<file path="src/hw/rtl/ibfr_pkg.sv">
// Shared types and constants for the serial channel frame receiver.
package ibfr_pkg;

  localparam int POS_W    = 5;   // byte position within a frame
  localparam int CH_IDX_W = 4;   // channel number
  localparam int CH_VAL_W = 16;  // channel value
  localparam int FS_SUM_W = 20;  // failsafe channel sum
  localparam int CH_SLOTS = 16;  // channel slots per buffer bank

  typedef enum logic [1:0] {
    CFG_HEADER_FIRST  = 2'd0,
    CFG_HEADER_SECOND = 2'd1,
    CFG_FS_COUNT      = 2'd2,
    CFG_FS_LIMIT      = 2'd3
  } cfg_reg_t;

  typedef struct packed {
    logic [7:0]          header_first;
    logic [7:0]          header_second;
    logic [3:0]          fs_count;
    logic [FS_SUM_W-1:0] fs_limit;
  } cfg_t;

  typedef struct packed {
    logic                en;
    logic [CH_IDX_W-1:0] idx;
    logic [CH_VAL_W-1:0] data;
  } ch_wr_t;

  typedef enum logic [2:0] {
    B_IDLE,
    B_SUM_RD,
    B_SUM_ACC,
    B_CMP,
    B_EMIT_RD,
    B_EMIT_LD
  } back_state_t;

endpackage

</file>
<file path="src/hw/rtl/ibfr_ram.sv">
// Generic single-write, single-read RAM with registered read data.
module ibfr_ram #(
  parameter int WIDTH = 16,
  parameter int DEPTH = 32
) (
  input  logic                     clk,
  input  logic                     we,
  input  logic [$clog2(DEPTH)-1:0] waddr,
  input  logic [WIDTH-1:0]         wdata,
  input  logic                     re,
  input  logic [$clog2(DEPTH)-1:0] raddr,
  output logic [WIDTH-1:0]         rdata
);

  logic [WIDTH-1:0] mem [DEPTH];

  always_ff @(posedge clk) begin
    if (we) begin
      mem[waddr] <= wdata;
    end
    if (re) begin
      rdata <= mem[raddr];
    end
  end

endmodule

</file>
<file path="src/hw/rtl/ibfr_front.sv">
// Front end: header hunt, frame collection, checksum and channel buffer writes.
module ibfr_front #(
  parameter int FRAME_BYTES = 32
) (
  input  logic          clk,
  input  logic          rst,
  input  ibfr_pkg::cfg_t cfg,
  input  logic          accept,
  input  logic [7:0]    rx_byte,
  output ibfr_pkg::ch_wr_t ch_wr,
  output logic          frame_ok
);
  import ibfr_pkg::*;

  localparam logic [POS_W-1:0] PAY_END  = POS_W'(FRAME_BYTES - 2);
  localparam logic [POS_W-1:0] LAST_POS = POS_W'(FRAME_BYTES - 1);

  logic [POS_W-1:0]    pos, pos_next;
  logic [CH_VAL_W-1:0] sum, sum_next;
  logic [7:0]          lo, lo_next;
  logic [7:0]          ck_lo, ck_lo_next;
  logic [POS_W-1:0]    ch_off;

  assign ch_off = pos - POS_W'(2);

  always_comb begin
    pos_next   = pos;
    sum_next   = sum;
    lo_next    = lo;
    ck_lo_next = ck_lo;
    ch_wr      = '0;
    frame_ok   = 1'b0;
    if (accept) begin
      if (pos == '0) begin
        if (rx_byte == cfg.header_first) begin
          sum_next = {8'h00, rx_byte};
          pos_next = POS_W'(1);
        end
      end else if (pos == POS_W'(1)) begin
        if (rx_byte == cfg.header_second) begin
          sum_next = sum + {8'h00, rx_byte};
          pos_next = POS_W'(2);
        end else begin
          pos_next = '0;
        end
      end else begin
        if (pos < PAY_END) begin
          // payload byte: add to checksum and write its channel slot
          sum_next  = sum + {8'h00, rx_byte};
          ch_wr.en  = 1'b1;
          ch_wr.idx = CH_IDX_W'(ch_off[POS_W-1:1]);
          ch_wr.data = pos[0] ? {rx_byte, lo} : {8'h00, rx_byte};
          if (!pos[0]) begin
            lo_next = rx_byte;
          end
        end
        if (pos == PAY_END) begin
          ck_lo_next = rx_byte;
        end
        if (pos == LAST_POS) begin
          pos_next = '0;
          frame_ok = ({rx_byte, ck_lo} == ~sum);
        end else begin
          pos_next = pos + POS_W'(1);
        end
      end
    end
  end

  always_ff @(posedge clk) begin
    if (rst) begin
      pos <= '0;
    end else begin
      pos <= pos_next;
    end
  end

  always_ff @(posedge clk) begin
    sum   <= sum_next;
    lo    <= lo_next;
    ck_lo <= ck_lo_next;
  end

endmodule

</file>
<file path="src/hw/rtl/ibfr_back.sv">
// Back end: failsafe sum over a buffered frame, then channel results in order.
module ibfr_back #(
  parameter int NUM_CHANNELS = 14,
  parameter int FRAME_BYTES  = 32
) (
  input  logic                          clk,
  input  logic                          rst,
  input  ibfr_pkg::cfg_t                cfg,
  input  logic                          start,
  output logic                          release_bank,
  output logic                          rd_en,
  output logic [ibfr_pkg::CH_IDX_W-1:0] rd_idx,
  input  logic [ibfr_pkg::CH_VAL_W-1:0] rd_data,
  input  logic                          pop,
  output logic                          empty,
  output logic [ibfr_pkg::CH_IDX_W-1:0] channel_index,
  output logic [ibfr_pkg::CH_VAL_W-1:0] channel_value,
  output logic                          failsafe,
  output logic                          last
);
  import ibfr_pkg::*;

  localparam logic [CH_IDX_W-1:0] NUM_CH   = CH_IDX_W'(NUM_CHANNELS);
  localparam logic [CH_IDX_W-1:0] LAST_CH  = CH_IDX_W'(NUM_CHANNELS - 1);
  localparam logic [5:0]          PAY_END6 = 6'(FRAME_BYTES - 2);

  back_state_t         state, state_next;
  logic [CH_IDX_W-1:0] idx, idx_next;
  logic [FS_SUM_W-1:0] acc, acc_next;
  logic                fs, fs_next;
  logic [CH_IDX_W-1:0] cnt_eff;
  logic                past_payload;
  logic [CH_VAL_W-1:0] ch_val;
  logic                out_valid, out_free, out_load;

  assign cnt_eff      = (cfg.fs_count > NUM_CH) ? NUM_CH : cfg.fs_count;
  // channel whose low byte sits at or past the checksum reads as zero
  assign past_payload = ({1'b0, idx, 1'b0} + 6'd2) >= PAY_END6;
  assign ch_val       = past_payload ? '0 : rd_data;
  assign out_free     = !out_valid || pop;
  assign empty        = !out_valid;
  assign rd_idx       = idx;

  always_comb begin
    state_next   = state;
    idx_next     = idx;
    acc_next     = acc;
    fs_next      = fs;
    rd_en        = 1'b0;
    out_load     = 1'b0;
    release_bank = 1'b0;
    case (state)
      B_IDLE: begin
        if (start) begin
          idx_next   = '0;
          acc_next   = '0;
          state_next = B_SUM_RD;
        end
      end
      B_SUM_RD: begin
        if (idx == cnt_eff) begin
          state_next = B_CMP;
        end else begin
          rd_en      = 1'b1;
          state_next = B_SUM_ACC;
        end
      end
      B_SUM_ACC: begin
        acc_next   = acc + {{(FS_SUM_W-CH_VAL_W){1'b0}}, ch_val};
        idx_next   = idx + CH_IDX_W'(1);
        state_next = B_SUM_RD;
      end
      B_CMP: begin
        fs_next    = (acc <= cfg.fs_limit);
        idx_next   = '0;
        state_next = B_EMIT_RD;
      end
      B_EMIT_RD: begin
        rd_en      = 1'b1;
        state_next = B_EMIT_LD;
      end
      B_EMIT_LD: begin
        if (out_free) begin
          out_load = 1'b1;
          if (idx == LAST_CH) begin
            release_bank = 1'b1;
            state_next   = B_IDLE;
          end else begin
            idx_next   = idx + CH_IDX_W'(1);
            state_next = B_EMIT_RD;
          end
        end
      end
      default: begin
        state_next = B_IDLE;
      end
    endcase
  end

  always_ff @(posedge clk) begin
    if (rst) begin
      state <= B_IDLE;
    end else begin
      state <= state_next;
    end
  end

  always_ff @(posedge clk) begin
    if (rst) begin
      fs <= 1'b1;
    end else begin
      fs <= fs_next;
    end
  end

  always_ff @(posedge clk) begin
    idx <= idx_next;
    acc <= acc_next;
  end

  // output register: hold until popped
  always_ff @(posedge clk) begin
    if (rst) begin
      out_valid <= 1'b0;
    end else if (out_load) begin
      out_valid <= 1'b1;
    end else if (pop) begin
      out_valid <= 1'b0;
    end
  end

  always_ff @(posedge clk) begin
    if (out_load) begin
      channel_index <= idx;
      channel_value <= ch_val;
      failsafe      <= fs;
      last          <= (idx == LAST_CH);
    end
  end

endmodule

</file>
<file path="src/hw/rtl/ibus_frame_receiver_core.sv">
// Top level of the serial channel frame receiver.
//
//  channel   ports                                            transfer when
//  input     push, full, rx_byte                              push & !full
//  result    empty, pop, channel_index, channel_value,        pop & !empty
//            failsafe, last
//  config    cfg_valid, cfg_ready, cfg_index, cfg_data        cfg_valid & cfg_ready
//
// The front takes one byte per cycle while its buffer bank is free; a good frame
// hands its bank to the back through a two-entry bank ring and the front moves on
// to the other bank. The back reads the channel RAM through its single read port:
// min(count, NUM_CHANNELS) channels for the failsafe sum, then all NUM_CHANNELS
// results, and output stalls hold it. Full rises only when both banks wait on the
// back. Reset is synchronous and takes effect at once; there is no clearing pass.
module ibus_frame_receiver_core #(
  parameter int NUM_CHANNELS = 14,
  parameter int FRAME_BYTES  = 32
) (
  input  logic                          clk,
  input  logic                          rst,
  input  logic                          push,
  output logic                          full,
  input  logic [7:0]                    rx_byte,
  output logic                          empty,
  input  logic                          pop,
  output logic [ibfr_pkg::CH_IDX_W-1:0] channel_index,
  output logic [ibfr_pkg::CH_VAL_W-1:0] channel_value,
  output logic                          failsafe,
  output logic                          last,
  input  logic                          cfg_valid,
  output logic                          cfg_ready,
  input  logic [1:0]                    cfg_index,
  input  logic [ibfr_pkg::FS_SUM_W-1:0] cfg_data
);
  import ibfr_pkg::*;

  localparam int RAM_DEPTH = 2 * CH_SLOTS;
  localparam int RAM_AW    = $clog2(RAM_DEPTH);

  cfg_t                cfg;
  ch_wr_t              ch_wr;
  logic                frame_ok;
  logic                release_bank;
  logic [1:0]          busy, busy_next;
  logic                wb, rb;
  logic                accept;
  logic                rd_en;
  logic [CH_IDX_W-1:0] rd_idx;
  logic [CH_VAL_W-1:0] rd_data;

  assign cfg_ready = 1'b1;
  assign full      = busy[wb];
  assign accept    = push && !full;

  always_ff @(posedge clk) begin
    if (rst) begin
      cfg.header_first  <= 8'd32;
      cfg.header_second <= 8'd64;
      cfg.fs_count      <= 4'd4;
      cfg.fs_limit      <= '0;
    end else if (cfg_valid && cfg_ready) begin
      case (cfg_reg_t'(cfg_index))
        CFG_HEADER_FIRST:  cfg.header_first  <= cfg_data[7:0];
        CFG_HEADER_SECOND: cfg.header_second <= cfg_data[7:0];
        CFG_FS_COUNT:      cfg.fs_count      <= cfg_data[3:0];
        CFG_FS_LIMIT:      cfg.fs_limit      <= cfg_data;
        default: ;
      endcase
    end
  end

  // bank ring: front fills wb, back drains rb
  always_comb begin
    busy_next = busy;
    if (frame_ok) begin
      busy_next[wb] = 1'b1;
    end
    if (release_bank) begin
      busy_next[rb] = 1'b0;
    end
  end

  always_ff @(posedge clk) begin
    if (rst) begin
      busy <= '0;
      wb   <= 1'b0;
      rb   <= 1'b0;
    end else begin
      busy <= busy_next;
      if (frame_ok) begin
        wb <= !wb;
      end
      if (release_bank) begin
        rb <= !rb;
      end
    end
  end

  ibfr_front #(
    .FRAME_BYTES(FRAME_BYTES)
  ) u_front (
    .clk     (clk),
    .rst     (rst),
    .cfg     (cfg),
    .accept  (accept),
    .rx_byte (rx_byte),
    .ch_wr   (ch_wr),
    .frame_ok(frame_ok)
  );

  ibfr_ram #(
    .WIDTH(CH_VAL_W),
    .DEPTH(RAM_DEPTH)
  ) u_ch_ram (
    .clk  (clk),
    .we   (ch_wr.en),
    .waddr(RAM_AW'({wb, ch_wr.idx})),
    .wdata(ch_wr.data),
    .re   (rd_en),
    .raddr(RAM_AW'({rb, rd_idx})),
    .rdata(rd_data)
  );

  ibfr_back #(
    .NUM_CHANNELS(NUM_CHANNELS),
    .FRAME_BYTES (FRAME_BYTES)
  ) u_back (
    .clk          (clk),
    .rst          (rst),
    .cfg          (cfg),
    .start        (busy[rb]),
    .release_bank (release_bank),
    .rd_en        (rd_en),
    .rd_idx       (rd_idx),
    .rd_data      (rd_data),
    .pop          (pop),
    .empty        (empty),
    .channel_index(channel_index),
    .channel_value(channel_value),
    .failsafe     (failsafe),
    .last         (last)
  );

endmodule
</file>
<file path="config.mk">
export PLATFORM = sky130hd
export DESIGN_NAME = ibus_frame_receiver_core
export DESIGN_NICKNAME = d
export VERILOG_FILES = /design/src/hw/rtl/ibfr_pkg.sv /design/src/hw/rtl/ibfr_ram.sv /design/src/hw/rtl/ibfr_front.sv /design/src/hw/rtl/ibfr_back.sv /design/src/hw/rtl/ibus_frame_receiver_core.sv
export SDC_FILE = /design/constraint.sdc
export NUM_CORES = 1
export LEC_CHECK = 0
export ABC_AREA = 1
export BUFFER_PORTS_ARGS = -buffer_cell sky130_fd_sc_hd__buf_2
export CAP_MARGIN = 25
export CORE_MARGIN = 5
export CORE_UTILIZATION = 25
export DETAILED_ROUTE_END_ITERATION = 16
export GPL_TIMING_DRIVEN = 0
export SLEW_MARGIN = 20
export SYNTH_ARGS = -nofsm -noshare
export SYNTH_HDL_FRONTEND = slang
export SYNTH_SLANG_ARGS = --single-unit
</file>
<file path="constraint.sdc">
create_clock -name clk -period 4.4 [get_ports clk]
set_input_delay 0.88 -clock clk [delete_from_list [all_inputs] [get_ports clk]]
set_output_delay 0.88 -clock clk [all_outputs]
set_load 0.01 [all_outputs]
</file>
==> results by group <==
CTS
  – CTS tree: built
  – H-tree depth: 3
  – Num CTS Buffers: 70
  – Clk buf depth: 3
  – CTS sink cnt: 660
  – Root Buffer Master: clkbuf_16
  – Clk slew on worst S/H paths: ~60 ps
  – Clock Latency Late Sink: 630 ps

Pwr
  – Power Total: between 15 and 20 mW
  – P per Cell Area: 443 nW/µm²
  – Internal: 11.2 mW
  – Flop pwr share: 0.499
  – Clock power frac: 0.374
  – P_leak: 12.3 nW
  – Peak VDD IR: about 240 µV
  – Net switching fraction of the power: 0.260
  – Net Sw Power: 3.94 mW
  – Power share of the combinational group: 0.127

Synthesis
  – Sequential area share after synthesis: 0.672
  – Syn_area_per_cell: 10.9 µm²
  – Asr flop ratio synth: 0
  – #FFs+latches synth: 660
  – Largest cells by area after synthesis: edfxtp_1 63%, nor2_1 6.2%, o21ai_0 6.0%
  – Most frequent cell after synthesis: edfxtp_1
  – Post-synth EDFFs: just over 600
  – Syn. warnings: 0
  – Netlist Area Pre-Place: 28700 µm²
  – Count of cell types in the netlist: 45
  – Leading area contributor after synthesis: edfxtp_1
  – Area share of the largest cell type after synthesis: 0.634
  – Synth Flop Type: edfxtp_1
  – Mapped Cells: between 2000 and 3000
  – Top cells by count, synth: 606 x edfxtp_1, 474 x nor2_1, 385 x nand2_1

Floorplanning
  – Die W: around 350 µm
  – Die ar.: approximately 120000 µm²
  – Core ar.: approximately 110000 µm²
  – Initial Utilization: 0.251
  – Row cnt: about 120
  – I/O pin total: 60
  – DIE HEIGHT: roughly 350 µm

Layout
  – Final instance area: approximately 34000 µm²
  – Final Util: 0.300
  – Share of layout cells above drive strength 1: 0.113
  – Layout net count: slightly below 3000
  – Synth-to-layout area growth: 19.4%

Timing
  – Hold Fails Final Rpt: 0
  – Count of final setup violators: 0
  – Tmin final: around 4000 ps
  – Total negative setup slack: 0 ps
  – Max-Slew Margin vs Limit: 0.408
  – Worst slew pin tran: between 800 and 900 ps
  – Final hold slack: 440 ps
  – Max Fclk: ~240 MHz
  – Clk_skew: about 32 ps
  – Final worst path period share: 0.928
  – Slew Limit Fails: 0

Routing
  – DR vias/cell: 4.67
  – Post-detailed-route DRC marker count: 0
  – Number of DRC markers in iteration 0: about 2000
  – Vias after detailed routing: roughly 21000
  – WL/cell: 19.3 µm
  – Routed wire length: 85.1 mm
  – First-pass DRT Iterations: 5
  – Routed Antenna Nets: 0

Placed design
  – Port Buf Inserts: 57
  – Final GP Congestion: 0.943
  – Area after DPL: 32100 µm²
  – Detailed Place HPWL: roughly 60 mm

Global route
  – Total gr overflow: 0
  – GR Util All Layers: 0.135
  – Vias in the first global route: between 15000 and 20000
  – First-pass GRT wire length: about 120 mm
  – Initial antenna violation count: 2
  – Pin count of the biggest net entering global routing: 33

Outcome
  – Outcome: finished, final reports clean

Critical path
  – Slowest cell on the critical path: edfxtp_1
  – CP most frequent cell: nand2_1
  – CP max stage delay: 450 ps
  – Required time worst endpoint: ~4800 ps
  – Critical path endpoint category: register
  – CP bufs+invs: 8
  – Max FO, Critical Path: 10
  – CP top delay family: buffers and inverters
  – Critical setup path kind: register to register
  – WP data arrival: between 4000 and 5000 ps
  – CP Cell Sequence: buf_6, inv_4, buf_6, buf_6, buf_4, ha_1, nor2_1, o211ai_2, nand2_2, buf_4, nor2_2, ha_1, inv_1, fa_1, inv_1, nand3_1, nand3_1, nand2_1, nand2_1, nand2_1, nand2_1, nand2_1, nand2_1, nor2_1
  – CP Launch Type: register

Run
  – Max-Cap Viols: 0

Min path
  – Hold crit path type: register to register
## flip-flops by register name, summed over array words and instances, names as in the netlist, 2 cells and up
register / cells
u_back.channel_index: 4
u_ch_ram.mem: 512
u_back.acc: 20
u_ch_ram.rdata: 16
u_front.sum: 16
u_front.lo: 8
busy: 2
u_back.channel_value: 16
cfg: 40
u_back.state: 3
u_back.rd_idx: 4
u_front.pos: 5
u_front.ck_lo: 8
## metal layers
metal  vias up  share of wire  track usage
li1       9641              -            -
met5         -              0            0
met3       159          0.083       0.0285
met1      9959           0.42        0.182
met4         0          0.032       0.0476
met2       836           0.47        0.217
## logic make-up (layout without fill, tap and decap cells)
| family | count (synthesis) | count (layout) | synth area share |
|---|---|---|---|
| xor+xnor | 25 | 25 | 0.00763 |
| simple gates | 1058 | 1058 | 0.152 |
| fa+ha+maj | 54 | 54 | 0.0241 |
| compound gates | 556 | 556 | 0.103 |
| flops | 660 | 660 | 0.672 |
| buf+inv | 283 | 513 | 0.0416 |
| other cells | 2 | 34 | 0.000262 |
## power groups by stage
| stage | Sequential (mW) | Clock [mW] | Combinational [mW] |
|---|---|---|---|
| 6_report | 7.57 | 5.68 | 1.93 |
| 5_1_grt | 7.59 | 6.04 | 2.12 |
| 4_1_cts | 7.57 | 5.76 | 1.94 |
| 3_5_place_dp | 7.70 | 0 | 1.94 |
| 3_3_place_gp | 7.77 | 0 | 1.60 |
| 2_1_floorplan | 7.67 | 0 | 1.05 |
## final timing paths
kind                                   from                            to  slack, ps  cells past startpoint
max reg2reg  u_back.rd_idx[0]$_SDFFCE_PN0P_  u_back.acc[12]$_SDFFCE_PN0P_        320                     24
min reg2reg          u_back.fs$_SDFFE_PP1P_     u_back.failsafe$_DFFE_PP_        440                      0
max          u_back.rd_idx[0]$_SDFFCE_PN0P_  u_back.acc[12]$_SDFFCE_PN0P_        320                     24
min                  u_back.fs$_SDFFE_PP1P_     u_back.failsafe$_DFFE_PP_        440                      0
## through the flow
| step | worst slack (ps) | std cells |
|---|---|---|
| final | 318 | 4412 |
| after global routing | -3.89 | 4411 |
| after CTS | 110 | 4409 |
| after detailed placement | 124 | 4285 |
| after global placement | -2380 | 4238 |
| after floorplan | 1050 | 2669 |
## layout by cell type (no fill, tap or decap), types with 52 or more instances in the layout
cell	netlist	layout
inv_1	142	142
nand3_1	157	157
edfxtp_1	606	606
o22ai_1	96	96
a21oi_1	83	83
nand2_1	385	385
clkbuf_1	69	87
ha_1	52	52
clkbuf_16	0	74
dfxtp_1	54	54
buf_2	31	88
nor2_1	474	433
o21ai_0	343	335
## what timing repair did
action                                  in CTS  in global routing
endpoints found under the setup margin       0                  3
hold buffers                                 0                  0
resized for setup                            0                  2
setup buffers                                0                  2
endpoints found under the hold margin        0                  0
## area by class of cell
| cell class | instances | area, µm² |
|---|---|---|
| Inverter | 151 | 571 |
| Tap cell | 1512 | 1890 |
| Multi-Input combinational cell | 1726 | 8590 |
| Clock buffer | 94 | 1950 |
| Buffer | 132 | 628 |
| Antenna cell | 1 | 2.50 |
| Sequential cell | 660 | 19300 |
| Clock inverter | 30 | 220 |
| Fill cell | 11691 | 79900 |
| Timing Repair Buffer | 106 | 1140 |
(Power assumes the default switching activity.)
